==> src/rtl/core/sbiq_pkg.sv <==
// Shared types and constants for the stereo cascaded biquad core.
// Used by sbiq_ctrl, sbiq_datapath and the top level; depends on nothing.
package sbiq_pkg;

   localparam int SAMPLE_WIDTH_DEF = 24;
   localparam int COEF_WIDTH_DEF   = 20;
   localparam int CSR_INDEX_WIDTH  = 3;

   // Configuration register indexes.
   typedef enum logic [CSR_INDEX_WIDTH-1:0] {
      CSR_HP_FEEDFWD = 3'd0,
      CSR_HP_FEEDBACK = 3'd1,
      CSR_LP_FEEDFWD = 3'd2,
      CSR_LP_FEEDBACK = 3'd3,
      CSR_STAGE_ENABLES = 3'd4
   } csr_index_type;

   // Filter taps in the order the shared multiplier visits them.
   typedef enum logic [2:0] {
      TAP_B0 = 3'd0,
      TAP_B1 = 3'd1,
      TAP_B2 = 3'd2,
      TAP_A1 = 3'd3,
      TAP_A2 = 3'd4
   } tap_type;

   typedef struct packed {
      logic    load_input;
      logic    mul_en;
      tap_type tap;
      logic    ch;
      logic    stage;
      logic    round_en;
      logic    out_load;
   } sbiq_cmd_type;

   typedef struct packed {
      logic [1:0] enables;
      logic       out_busy;
   } sbiq_status_type;

endpackage

==> src/rtl/core/stereo_cascaded_biquad_hpf_lpf_core.sv <==
// Top level of the stereo cascaded biquad core (high-pass then low-pass).
// Instantiates sbiq_ctrl and sbiq_datapath; uses sbiq_pkg.
//
// Usage:
// - Request channel: req_left_in / req_right_in with req_valid and req_stall.
//   A request is taken at a clock edge where req_valid is high and req_stall
//   is low. Feed the same sample on both inputs for a mono source.
// - Response channel: rsp_left_out, rsp_right_out and rsp_left_level with
//   rsp_valid and rsp_stall. The response sits in an output register, so the
//   next request is taken while an earlier response still waits.
// - Configuration: csr_write_enable, csr_index, csr_write_data. Write only
//   while the core is idle. Indexes above the register list are ignored.
// - Each enabled biquad pass (one stage on one channel) uses the single shared
//   multiplier: five taps, one accumulate drain and one round-and-saturate
//   step. There are two passes per enabled stage. A request holds the core
//   until its result is loaded into the response register.
// - Reset (synchronous, active high) clears the filter history, restores the
//   default coefficients (unity gain, both stages bypassed) and empties the
//   response register.
// - While rsp_stall is high the response holds, and a finished result waits
//   in the core until the response register frees up; req_stall stays high.
module stereo_cascaded_biquad_hpf_lpf_core #(
   parameter int SAMPLE_WIDTH = sbiq_pkg::SAMPLE_WIDTH_DEF,
   parameter int COEF_WIDTH   = sbiq_pkg::COEF_WIDTH_DEF
) (
   input  logic                                 clock,
   input  logic                                 reset,
   input  logic                                 req_valid,
   output logic                                 req_stall,
   input  logic signed [SAMPLE_WIDTH-1:0]       req_left_in,
   input  logic signed [SAMPLE_WIDTH-1:0]       req_right_in,
   output logic                                 rsp_valid,
   input  logic                                 rsp_stall,
   output logic signed [SAMPLE_WIDTH-1:0]       rsp_left_out,
   output logic signed [SAMPLE_WIDTH-1:0]       rsp_right_out,
   output logic        [SAMPLE_WIDTH-2:0]       rsp_left_level,
   input  logic                                 csr_write_enable,
   input  logic [sbiq_pkg::CSR_INDEX_WIDTH-1:0] csr_index,
   input  logic [3*COEF_WIDTH-1:0]              csr_write_data
);

   // Command and status between the sequencer and the arithmetic.
   sbiq_pkg::sbiq_cmd_type    cmd;
   sbiq_pkg::sbiq_status_type status;

   sbiq_ctrl u_ctrl (
      .clock     (clock),
      .reset     (reset),
      .req_valid (req_valid),
      .req_stall (req_stall),
      .status    (status),
      .cmd       (cmd)
   );

   sbiq_datapath #(
      .SAMPLE_WIDTH (SAMPLE_WIDTH),
      .COEF_WIDTH   (COEF_WIDTH)
   ) u_datapath (
      .clock            (clock),
      .reset            (reset),
      .cmd              (cmd),
      .status           (status),
      .req_left_in      (req_left_in),
      .req_right_in     (req_right_in),
      .rsp_valid        (rsp_valid),
      .rsp_stall        (rsp_stall),
      .rsp_left_out     (rsp_left_out),
      .rsp_right_out    (rsp_right_out),
      .rsp_left_level   (rsp_left_level),
      .csr_write_enable (csr_write_enable),
      .csr_index        (csr_index),
      .csr_write_data   (csr_write_data)
   );

endmodule

==> src/rtl/core/sbiq_ctrl.sv <==
// Sequencer for the stereo cascaded biquad core.
// Uses sbiq_pkg; drives the datapath only through the command struct.
module sbiq_ctrl (
   input  logic                     clock,
   input  logic                     reset,
   input  logic                     req_valid,
   output logic                     req_stall,
   input  sbiq_pkg::sbiq_status_type status,
   output sbiq_pkg::sbiq_cmd_type   cmd
);

   typedef enum logic [5:0] {
      ST_IDLE   = 6'b000001,
      ST_NEXT   = 6'b000010,
      ST_MAC    = 6'b000100,
      ST_DRAIN  = 6'b001000,
      ST_ROUND  = 6'b010000,
      ST_OUTPUT = 6'b100000
   } state_type;

   state_type         state_ff, state_in;
   logic [1:0]        pass_ff, pass_in;   // bit1 = channel, bit0 = stage
   sbiq_pkg::tap_type tap_ff, tap_in;
   logic              accept;

   assign req_stall = (state_ff != ST_IDLE);
   assign accept    = req_valid && !req_stall;

   always_comb begin
      state_in = state_ff;
      pass_in  = pass_ff;
      tap_in   = tap_ff;
      unique case (state_ff)
         ST_IDLE: begin
            if (req_valid) begin
               state_in = ST_NEXT;
               pass_in  = 2'd0;
            end
         end
         ST_NEXT: begin
            if (status.enables[pass_ff[0]]) begin
               state_in = ST_MAC;
               tap_in   = sbiq_pkg::TAP_B0;
            end else if (pass_ff == 2'd3) begin
               state_in = ST_OUTPUT;
            end else begin
               pass_in = pass_ff + 2'd1;
            end
         end
         ST_MAC: begin
            if (tap_ff == sbiq_pkg::TAP_A2) begin
               state_in = ST_DRAIN;
            end else begin
               tap_in = sbiq_pkg::tap_type'(tap_ff + 3'd1);
            end
         end
         ST_DRAIN: begin
            state_in = ST_ROUND;
         end
         ST_ROUND: begin
            if (pass_ff == 2'd3) begin
               state_in = ST_OUTPUT;
            end else begin
               state_in = ST_NEXT;
               pass_in  = pass_ff + 2'd1;
            end
         end
         ST_OUTPUT: begin
            if (!status.out_busy) begin
               state_in = ST_IDLE;
            end
         end
         default: begin
            state_in = ST_IDLE;
         end
      endcase
   end

   always_comb begin
      cmd.load_input = accept;
      cmd.mul_en     = (state_ff == ST_MAC);
      cmd.tap        = tap_ff;
      cmd.ch         = pass_ff[1];
      cmd.stage      = pass_ff[0];
      cmd.round_en   = (state_ff == ST_ROUND);
      cmd.out_load   = (state_ff == ST_OUTPUT) && !status.out_busy;
   end

   always_ff @(posedge clock) begin
      if (reset) begin
         state_ff <= ST_IDLE;
         pass_ff  <= 2'd0;
         tap_ff   <= sbiq_pkg::TAP_B0;
      end else begin
         state_ff <= state_in;
         pass_ff  <= pass_in;
         tap_ff   <= tap_in;
      end
   end

   a_accept_starts: assert property (@(posedge clock) disable iff (reset)
      accept |=> state_ff == ST_NEXT)
      else $error("accepted request did not start the pass walk");

   a_last_tap_drains: assert property (@(posedge clock) disable iff (reset)
      (state_ff == ST_MAC && tap_ff == sbiq_pkg::TAP_A2) |=> state_ff == ST_DRAIN)
      else $error("last tap did not move to the drain cycle");

   a_round_after_drain: assert property (@(posedge clock) disable iff (reset)
      state_ff == ST_ROUND |-> $past(state_ff) == ST_DRAIN)
      else $error("rounding started before the accumulator drained");

endmodule

==> src/rtl/core/sbiq_datapath.sv <==
// Datapath of the stereo cascaded biquad core: registers, history, one shared
// multiplier, accumulator, rounding and saturation. Uses sbiq_pkg.
module sbiq_datapath #(
   parameter int SAMPLE_WIDTH = sbiq_pkg::SAMPLE_WIDTH_DEF,
   parameter int COEF_WIDTH   = sbiq_pkg::COEF_WIDTH_DEF
) (
   input  logic                                 clock,
   input  logic                                 reset,
   input  sbiq_pkg::sbiq_cmd_type               cmd,
   output sbiq_pkg::sbiq_status_type            status,
   input  logic signed [SAMPLE_WIDTH-1:0]       req_left_in,
   input  logic signed [SAMPLE_WIDTH-1:0]       req_right_in,
   output logic                                 rsp_valid,
   input  logic                                 rsp_stall,
   output logic signed [SAMPLE_WIDTH-1:0]       rsp_left_out,
   output logic signed [SAMPLE_WIDTH-1:0]       rsp_right_out,
   output logic        [SAMPLE_WIDTH-2:0]       rsp_left_level,
   input  logic                                 csr_write_enable,
   input  logic [sbiq_pkg::CSR_INDEX_WIDTH-1:0] csr_index,
   input  logic [3*COEF_WIDTH-1:0]              csr_write_data
);

   localparam int PROD_W = SAMPLE_WIDTH + COEF_WIDTH;
   localparam int ACC_W  = PROD_W + 2;
   localparam int SUM_W  = ACC_W + 1;
   localparam int FRAC   = COEF_WIDTH - 2;

   localparam logic [3*COEF_WIDTH-1:0] FEEDFWD_RESET =
      {{(2*COEF_WIDTH+1){1'b0}}, 1'b1, {(FRAC){1'b0}}};
   localparam logic signed [SUM_W-1:0] HALF_LSB =
      {{(SUM_W-FRAC){1'b0}}, 1'b1, {(FRAC-1){1'b0}}};
   localparam logic signed [SUM_W-1:0] SAT_HI =
      {{(SUM_W-SAMPLE_WIDTH+1){1'b0}}, {(SAMPLE_WIDTH-1){1'b1}}};
   localparam logic signed [SUM_W-1:0] SAT_LO =
      {{(SUM_W-SAMPLE_WIDTH+1){1'b1}}, {(SAMPLE_WIDTH-1){1'b0}}};
   localparam logic signed [SAMPLE_WIDTH-1:0] SAMPLE_MIN =
      {1'b1, {(SAMPLE_WIDTH-1){1'b0}}};

   // Configuration registers, indexed by stage (0 = high-pass, 1 = low-pass).
   logic [3*COEF_WIDTH-1:0] feedfwd_ff [2];
   logic [2*COEF_WIDTH-1:0] feedback_ff [2];
   logic [1:0]              enables_ff;

   // Working samples, indexed by channel, and filter history, indexed [stage][channel][age].
   logic signed [SAMPLE_WIDTH-1:0] cur_ff [2];
   logic signed [SAMPLE_WIDTH-1:0] xh_ff [2][2][2];
   logic signed [SAMPLE_WIDTH-1:0] yh_ff [2][2][2];

   logic signed [SAMPLE_WIDTH-1:0] mul_a;
   logic signed [COEF_WIDTH-1:0]   mul_b;
   logic                           mul_sub;
   logic signed [PROD_W-1:0]       prod_ff, prod_in;
   logic                           prod_valid_ff;
   logic                           prod_first_ff;
   logic                           prod_sub_ff;
   logic signed [ACC_W-1:0]        prod_ext;
   logic signed [ACC_W-1:0]        acc_ff, acc_in;
   logic signed [SUM_W-1:0]        rounded;
   logic signed [SUM_W-1:0]        shifted;
   logic signed [SAMPLE_WIDTH-1:0] stage_out;

   logic                           rsp_valid_ff;
   logic signed [SAMPLE_WIDTH-1:0] left_out_ff, right_out_ff;
   logic        [SAMPLE_WIDTH-2:0] level_ff, level_in;
   logic signed [SAMPLE_WIDTH-1:0] left_neg;

   assign status.enables  = enables_ff;
   assign status.out_busy = rsp_valid_ff && rsp_stall;

   // Tap selection for the shared multiplier; feedback taps subtract.
   always_comb begin
      mul_a   = '0;
      mul_b   = '0;
      mul_sub = 1'b0;
      unique case (cmd.tap)
         sbiq_pkg::TAP_B0: begin
            mul_a = cur_ff[cmd.ch];
            mul_b = feedfwd_ff[cmd.stage][COEF_WIDTH-1:0];
         end
         sbiq_pkg::TAP_B1: begin
            mul_a = xh_ff[cmd.stage][cmd.ch][0];
            mul_b = feedfwd_ff[cmd.stage][2*COEF_WIDTH-1:COEF_WIDTH];
         end
         sbiq_pkg::TAP_B2: begin
            mul_a = xh_ff[cmd.stage][cmd.ch][1];
            mul_b = feedfwd_ff[cmd.stage][3*COEF_WIDTH-1:2*COEF_WIDTH];
         end
         sbiq_pkg::TAP_A1: begin
            mul_a   = yh_ff[cmd.stage][cmd.ch][0];
            mul_b   = feedback_ff[cmd.stage][COEF_WIDTH-1:0];
            mul_sub = 1'b1;
         end
         sbiq_pkg::TAP_A2: begin
            mul_a   = yh_ff[cmd.stage][cmd.ch][1];
            mul_b   = feedback_ff[cmd.stage][2*COEF_WIDTH-1:COEF_WIDTH];
            mul_sub = 1'b1;
         end
         default: begin
            mul_a = '0;
         end
      endcase
   end

   assign prod_in  = mul_a * mul_b;
   assign prod_ext = {{2{prod_ff[PROD_W-1]}}, prod_ff};

   always_comb begin
      if (prod_first_ff) begin
         acc_in = prod_sub_ff ? -prod_ext : prod_ext;
      end else begin
         acc_in = prod_sub_ff ? (acc_ff - prod_ext) : (acc_ff + prod_ext);
      end
   end

   // Round half up, floor shift, then clamp to the sample range.
   assign rounded = {acc_ff[ACC_W-1], acc_ff} + HALF_LSB;
   assign shifted = rounded >>> FRAC;

   always_comb begin
      if (shifted > SAT_HI) begin
         stage_out = SAT_HI[SAMPLE_WIDTH-1:0];
      end else if (shifted < SAT_LO) begin
         stage_out = SAT_LO[SAMPLE_WIDTH-1:0];
      end else begin
         stage_out = shifted[SAMPLE_WIDTH-1:0];
      end
   end

   // Left level: magnitude, with the most negative sample clamped.
   assign left_neg = -cur_ff[0];
   always_comb begin
      if (!cur_ff[0][SAMPLE_WIDTH-1]) begin
         level_in = cur_ff[0][SAMPLE_WIDTH-2:0];
      end else if (cur_ff[0] == SAMPLE_MIN) begin
         level_in = '1;
      end else begin
         level_in = left_neg[SAMPLE_WIDTH-2:0];
      end
   end

   // Control registers.
   always_ff @(posedge clock) begin
      if (reset) begin
         prod_valid_ff <= 1'b0;
         rsp_valid_ff  <= 1'b0;
      end else begin
         prod_valid_ff <= cmd.mul_en;
         if (cmd.out_load) begin
            rsp_valid_ff <= 1'b1;
         end else if (!rsp_stall) begin
            rsp_valid_ff <= 1'b0;
         end
      end
   end

   // Configuration and history: reset restores the default configuration and clears the history.
   always_ff @(posedge clock) begin
      if (reset) begin
         for (int s = 0; s < 2; s++) begin
            feedfwd_ff[s]  <= FEEDFWD_RESET;
            feedback_ff[s] <= '0;
            for (int c = 0; c < 2; c++) begin
               for (int k = 0; k < 2; k++) begin
                  xh_ff[s][c][k] <= '0;
                  yh_ff[s][c][k] <= '0;
               end
            end
         end
         enables_ff <= 2'b00;
      end else begin
         if (csr_write_enable) begin
            unique case (csr_index)
               sbiq_pkg::CSR_HP_FEEDFWD:    feedfwd_ff[0]  <= csr_write_data;
               sbiq_pkg::CSR_HP_FEEDBACK:   feedback_ff[0] <=
                                               csr_write_data[2*COEF_WIDTH-1:0];
               sbiq_pkg::CSR_LP_FEEDFWD:    feedfwd_ff[1]  <= csr_write_data;
               sbiq_pkg::CSR_LP_FEEDBACK:   feedback_ff[1] <=
                                               csr_write_data[2*COEF_WIDTH-1:0];
               sbiq_pkg::CSR_STAGE_ENABLES: enables_ff     <= csr_write_data[1:0];
               default: begin
               end
            endcase
         end
         if (cmd.round_en) begin
            xh_ff[cmd.stage][cmd.ch][1] <= xh_ff[cmd.stage][cmd.ch][0];
            xh_ff[cmd.stage][cmd.ch][0] <= cur_ff[cmd.ch];
            yh_ff[cmd.stage][cmd.ch][1] <= yh_ff[cmd.stage][cmd.ch][0];
            yh_ff[cmd.stage][cmd.ch][0] <= stage_out;
         end
      end
   end

   // Payload registers.
   always_ff @(posedge clock) begin
      prod_ff <= prod_in;
      if (cmd.mul_en) begin
         prod_first_ff <= (cmd.tap == sbiq_pkg::TAP_B0);
         prod_sub_ff   <= mul_sub;
      end
      if (prod_valid_ff) begin
         acc_ff <= acc_in;
      end
      if (cmd.load_input) begin
         cur_ff[0] <= req_left_in;
         cur_ff[1] <= req_right_in;
      end else if (cmd.round_en) begin
         cur_ff[cmd.ch] <= stage_out;
      end
      if (cmd.out_load) begin
         left_out_ff  <= cur_ff[0];
         right_out_ff <= cur_ff[1];
         level_ff     <= level_in;
      end
   end

   assign rsp_valid      = rsp_valid_ff;
   assign rsp_left_out   = left_out_ff;
   assign rsp_right_out  = right_out_ff;
   assign rsp_left_level = level_ff;

   a_load_shows_result: assert property (@(posedge clock) disable iff (reset)
      cmd.out_load |=> rsp_valid)
      else $error("loaded result did not appear on the response channel");

   a_round_after_settle: assert property (@(posedge clock) disable iff (reset)
      cmd.round_en |-> !prod_valid_ff)
      else $error("rounding while a product is still being accumulated");

   a_stalled_response_holds: assert property (@(posedge clock) disable iff (reset)
      (rsp_valid && rsp_stall) |=> (rsp_valid && $stable(rsp_left_out)
         && $stable(rsp_right_out) && $stable(rsp_left_level)))
      else $error("stalled response changed or was dropped");

endmodule

==> config.mk <==
export PLATFORM = sky130hd
export DESIGN_NAME = stereo_cascaded_biquad_hpf_lpf_core
export DESIGN_NICKNAME = d
export VERILOG_FILES = /design/src/rtl/core/sbiq_pkg.sv /design/src/rtl/core/stereo_cascaded_biquad_hpf_lpf_core.sv /design/src/rtl/core/sbiq_ctrl.sv /design/src/rtl/core/sbiq_datapath.sv
export SDC_FILE = /design/constraint.sdc
export NUM_CORES = 2
export LEC_CHECK = 0
export ABC_AREA = 1
export BUFFER_PORTS_ARGS = -buffer_cell sky130_fd_sc_hd__buf_2
export CAP_MARGIN = 15
export CORE_MARGIN = 3
export CORE_UTILIZATION = 29
export DETAILED_ROUTE_END_ITERATION = 7
export PLACE_DENSITY = 0.53
export SLEW_MARGIN = 20
export SYNTH_ARGS = -nofsm -noshare
export SYNTH_HDL_FRONTEND = slang
export SYNTH_SLANG_ARGS = --single-unit
==> constraint.sdc <==
create_clock -name clock -period 9.2 [get_ports clock]
set_clock_uncertainty 0.15 [all_clocks]
set_input_delay 1.84 -clock clock [delete_from_list [all_inputs] [get_ports clock]]
set_output_delay 1.84 -clock clock [all_outputs]
set_load 0.02 [all_outputs]
==> flow_summary.json <==
{
  "cts.reportedPaths.clkPinSlew_ps": 60,
  "tightestPinTransition_ps": 1120,
  "timing.final.hold_violations": 0,
  "status": "finished clean",
  "critical_path_class": "reg -> reg",
  "dr.pass1.iters": 8,
  "post-route-min-period_ps": 8860,
  "layout.cells.most_common": "sky130_fd_sc_hd__nand2_1",
  "final_critical_path_setup_slack_ps": 343,
  "yosys_register_bits": 812,
  "ant_nets": 0,
  "critical_path.reg2reg.startpoint": "u_ctrl.tap_ff[0]",
  "timing.critical_path.to_type": "register",
  "worst-endpoint-required_ps": 9660,
  "final_net_count": 7475,
  "fin_util": 0.328,
  "finalSetupViolations": 0,
  "post_detailed_routing_wire_length_um": 196000,
  "globalRouteOverflowTotal": 0,
  "grt_pass1_wl_um": 293000,
  "groute.usage.overall": 0.184,
  "synth_fp_nets": 7325,
  "layout-area-overhead-vs-synth_pct": 12.0,
  "timing.reg2reg.setup_slack_ps": 340,
  "num_antenna_cells": 0,
  "drt-vias-per-instance": 4.93,
  "vias": 46431,
  "cts_setup_buffers": 0,
  "path_max_fanout": 24,
  "clock_tree.htree_level_count": 3,
  "wl_per_cell_um": 20.8,
  "post-dp-hpwl_um": 147000,
  "synth-seq-area-share": 0.406,
  "clock_tree_from_tritoncts": "yes",
  "yosys.cell_types.count": 59,
  "netlist_area_mm2": 0.0586,
  "holdPathStages": 0,
  "clockBufferDepth": 3,
  "initial_utilization": 0.293,
  "synth-edff-count": 751,
  "count_of_input_and_output_buffers": 188,
  "grt_max_degree": 101,
  "layout-drive-gt1-share": 0.0908,
  "max-slew-margin-rel": 0.256,
  "worstRegToRegCells": 25,
  "postCtsHoldBufs": 0,
  "hold_path.startpoint": "u_datapath.cur_ff[0][0]",
  "grt_setup_unrepaired": "no",
  "clock_latency_ps": 710,
  "grt_pass1_vias": 46278,
  "yosysWarningCount": 0,
  "post_synth_inst_count": 6548,
  "most_frequently_used_flop_master_after_synthesis": "sky130_fd_sc_hd__edfxtp_1",
  "ioPinCount": 189,
  "timing.hold.worst.class": "reg -> reg",
  "drv_cap": 0,
  "dieWidth_um": 455,
  "commonest_non_fill_non_tap_cells_in_the_layout": "1327 x sky130_fd_sc_hd__nand2_1, 1017 x sky130_fd_sc_hd__inv_1, 959 x sky130_fd_sc_hd__nor2_1",
  "timing_max_transition_violations_final": 0,
  "place_congestion": 0.929,
  "cts.sinks": 812,
  "rows": 164,
  "clock-root-buffer": "sky130_fd_sc_hd__clkbuf_16",
  "drt_iter0_markers": 4013,
  "post-route-period-util": 0.963,
  "cts_made_buffers": 87,
  "core_area_mm2": 0.200,
  "grt_antenna_before_repair": 2,
  "post-place-ws_ps": 23.8,
  "clock.fmax_mhz": 113,
  "hold-path-endpoint": "u_datapath.rsp_left_out[0]",
  "worstReg2RegEnd": "u_datapath.prod_ff[26]",
  "cp.arrival_ps": 9320,
  "cp-start-kind": "register",
  "synth_async_sr_flop_share": 0,
  "post-route-drc-count": 0,
  "postSynthAreaPerCell_um2": 8.95,
  "overall_die_area_mm2": 0.207,
  "die_height_um": 455
}
==> worst max-delay path, stage by stage (launching register included) <==
cell and delay (ps):
sky130_fd_sc_hd__dfxtp_1 370, sky130_fd_sc_hd__inv_1 100, sky130_fd_sc_hd__ha_1 230, sky130_fd_sc_hd__nand2_2 400
sky130_fd_sc_hd__buf_12 290, sky130_fd_sc_hd__o22ai_1 240, sky130_fd_sc_hd__nor2_4 480, sky130_fd_sc_hd__clkinvlp_4 460
sky130_fd_sc_hd__nand2_1 190, sky130_fd_sc_hd__fa_1 420, sky130_fd_sc_hd__inv_1 90, sky130_fd_sc_hd__fa_1 440
sky130_fd_sc_hd__fa_1 470, sky130_fd_sc_hd__fa_1 580, sky130_fd_sc_hd__fa_1 540, sky130_fd_sc_hd__fa_1 540
sky130_fd_sc_hd__inv_1 50, sky130_fd_sc_hd__fa_1 530, sky130_fd_sc_hd__inv_1 40, sky130_fd_sc_hd__ha_1 350
sky130_fd_sc_hd__a21oi_1 280, sky130_fd_sc_hd__o21ai_0 190, sky130_fd_sc_hd__a21oi_1 400, sky130_fd_sc_hd__o21ai_0 370
sky130_fd_sc_hd__a21oi_1 330, sky130_fd_sc_hd__xnor2_1 150
==> through the flow <==
stage | TNS [ps] | std cells | hold WS, ps | instance area, um2
6_report | 0 | 9419 | 303 | 65600
5_1_grt | 0 | 9419 | 314 | 65600
4_1_cts | 0 | 9419 | 305 | 65600
3_5_place_dp | 0 | 9265 | 285 | 62800
3_3_place_gp | -73.6 | 9265 | 283 | 62800
2_1_floorplan | 0 | 6548 | 273 | 58600
==> registers in the layout, indices dropped and copies added (netlist names), 2 cells and up, named ones only <==
signal,flops
u_ctrl.pass_ff,2
u_ctrl.state_ff,6
u_ctrl.tap_ff,3
u_datapath.acc_ff,46
u_datapath.cur_ff,48
u_datapath.enables_ff,2
u_datapath.feedback_ff,80
u_datapath.feedfwd_ff,120
u_datapath.prod_ff,44
u_datapath.rsp_left_level,23
u_datapath.rsp_left_out,24
u_datapath.rsp_right_out,24
u_datapath.xh_ff,192
u_datapath.yh_ff,192
==> synthesized netlist by cell type (37+ instances only) <==
cell type	n	area share
sky130_fd_sc_hd__nand2_1	1338	0.086
sky130_fd_sc_hd__inv_1	1019	0.065
sky130_fd_sc_hd__nor2_1	961	0.062
sky130_fd_sc_hd__edfxtp_1	751	0.38
sky130_fd_sc_hd__fa_1	494	0.17
sky130_fd_sc_hd__a21oi_1	428	0.037
sky130_fd_sc_hd__o21ai_0	231	0.020
sky130_fd_sc_hd__nand3_1	202	0.017
sky130_fd_sc_hd__ha_1	167	0.036
sky130_fd_sc_hd__buf_2	137	0.012
sky130_fd_sc_hd__clkbuf_1	94	0.0060
sky130_fd_sc_hd__xor2_1	79	0.012
sky130_fd_sc_hd__nor3_1	64	0.0055
sky130_fd_sc_hd__dfxtp_1	61	0.021
sky130_fd_sc_hd__o211ai_1	52	0.0067
sky130_fd_sc_hd__o22ai_1	44	0.0047
sky130_fd_sc_hd__a221o_1	37	0.0063
==> worst max path at each step <==
stage	startpoint	end	slack, ps
finish	u_ctrl.tap_ff[0]	u_datapath.prod_ff[26]	340
global route	register	u_datapath.prod_ff[38]	20
CTS	register	u_datapath.prod_ff[26]	40
detailed placement	register	u_datapath.prod_ff[26]	20
global placement	register	u_datapath.prod_ff[26]	-70
floorplan	u_ctrl.tap_ff[0]	u_datapath.prod_ff[36]	1800
==> repair_timing <==
item,in CTS,in global routing
endpoints found under the hold margin,0,0
endpoints found under the setup margin,1,5
gates resized for setup,1,3
==> logic make-up after synthesis <==
group	synth area share
simple gates	0.190
buf+inv	0.0912
compound gates	0.0911
flops	0.406
fa+ha+maj	0.204
xor+xnor	0.0164
mux	0.00137
==> routing by layer <==
layer / up-vias / global-route usage / share of wire
met1: 23374 / 0.241 / 0.42
met2: 1446 / 0.315 / 0.49
met3: 268 / 0.0223 / 0.056
met4: 0 / 0.0620 / 0.035
li1: 21343 / - / -
met5: - / 0 / 0
==> area by class of cell <==
type,instances,area [um2]
clock buffers,112,2300
inverters,1056,3990
multi-input cells,4408,29600
fillers,21084,135000
repair buffers,333,2170
flip-flops and latches,812,23800
well taps,2656,3320
clock inverters,42,468
Power is not shown: default switching activity piles up to over one toggle a cycle in this logic, so the estimate is an artifact.
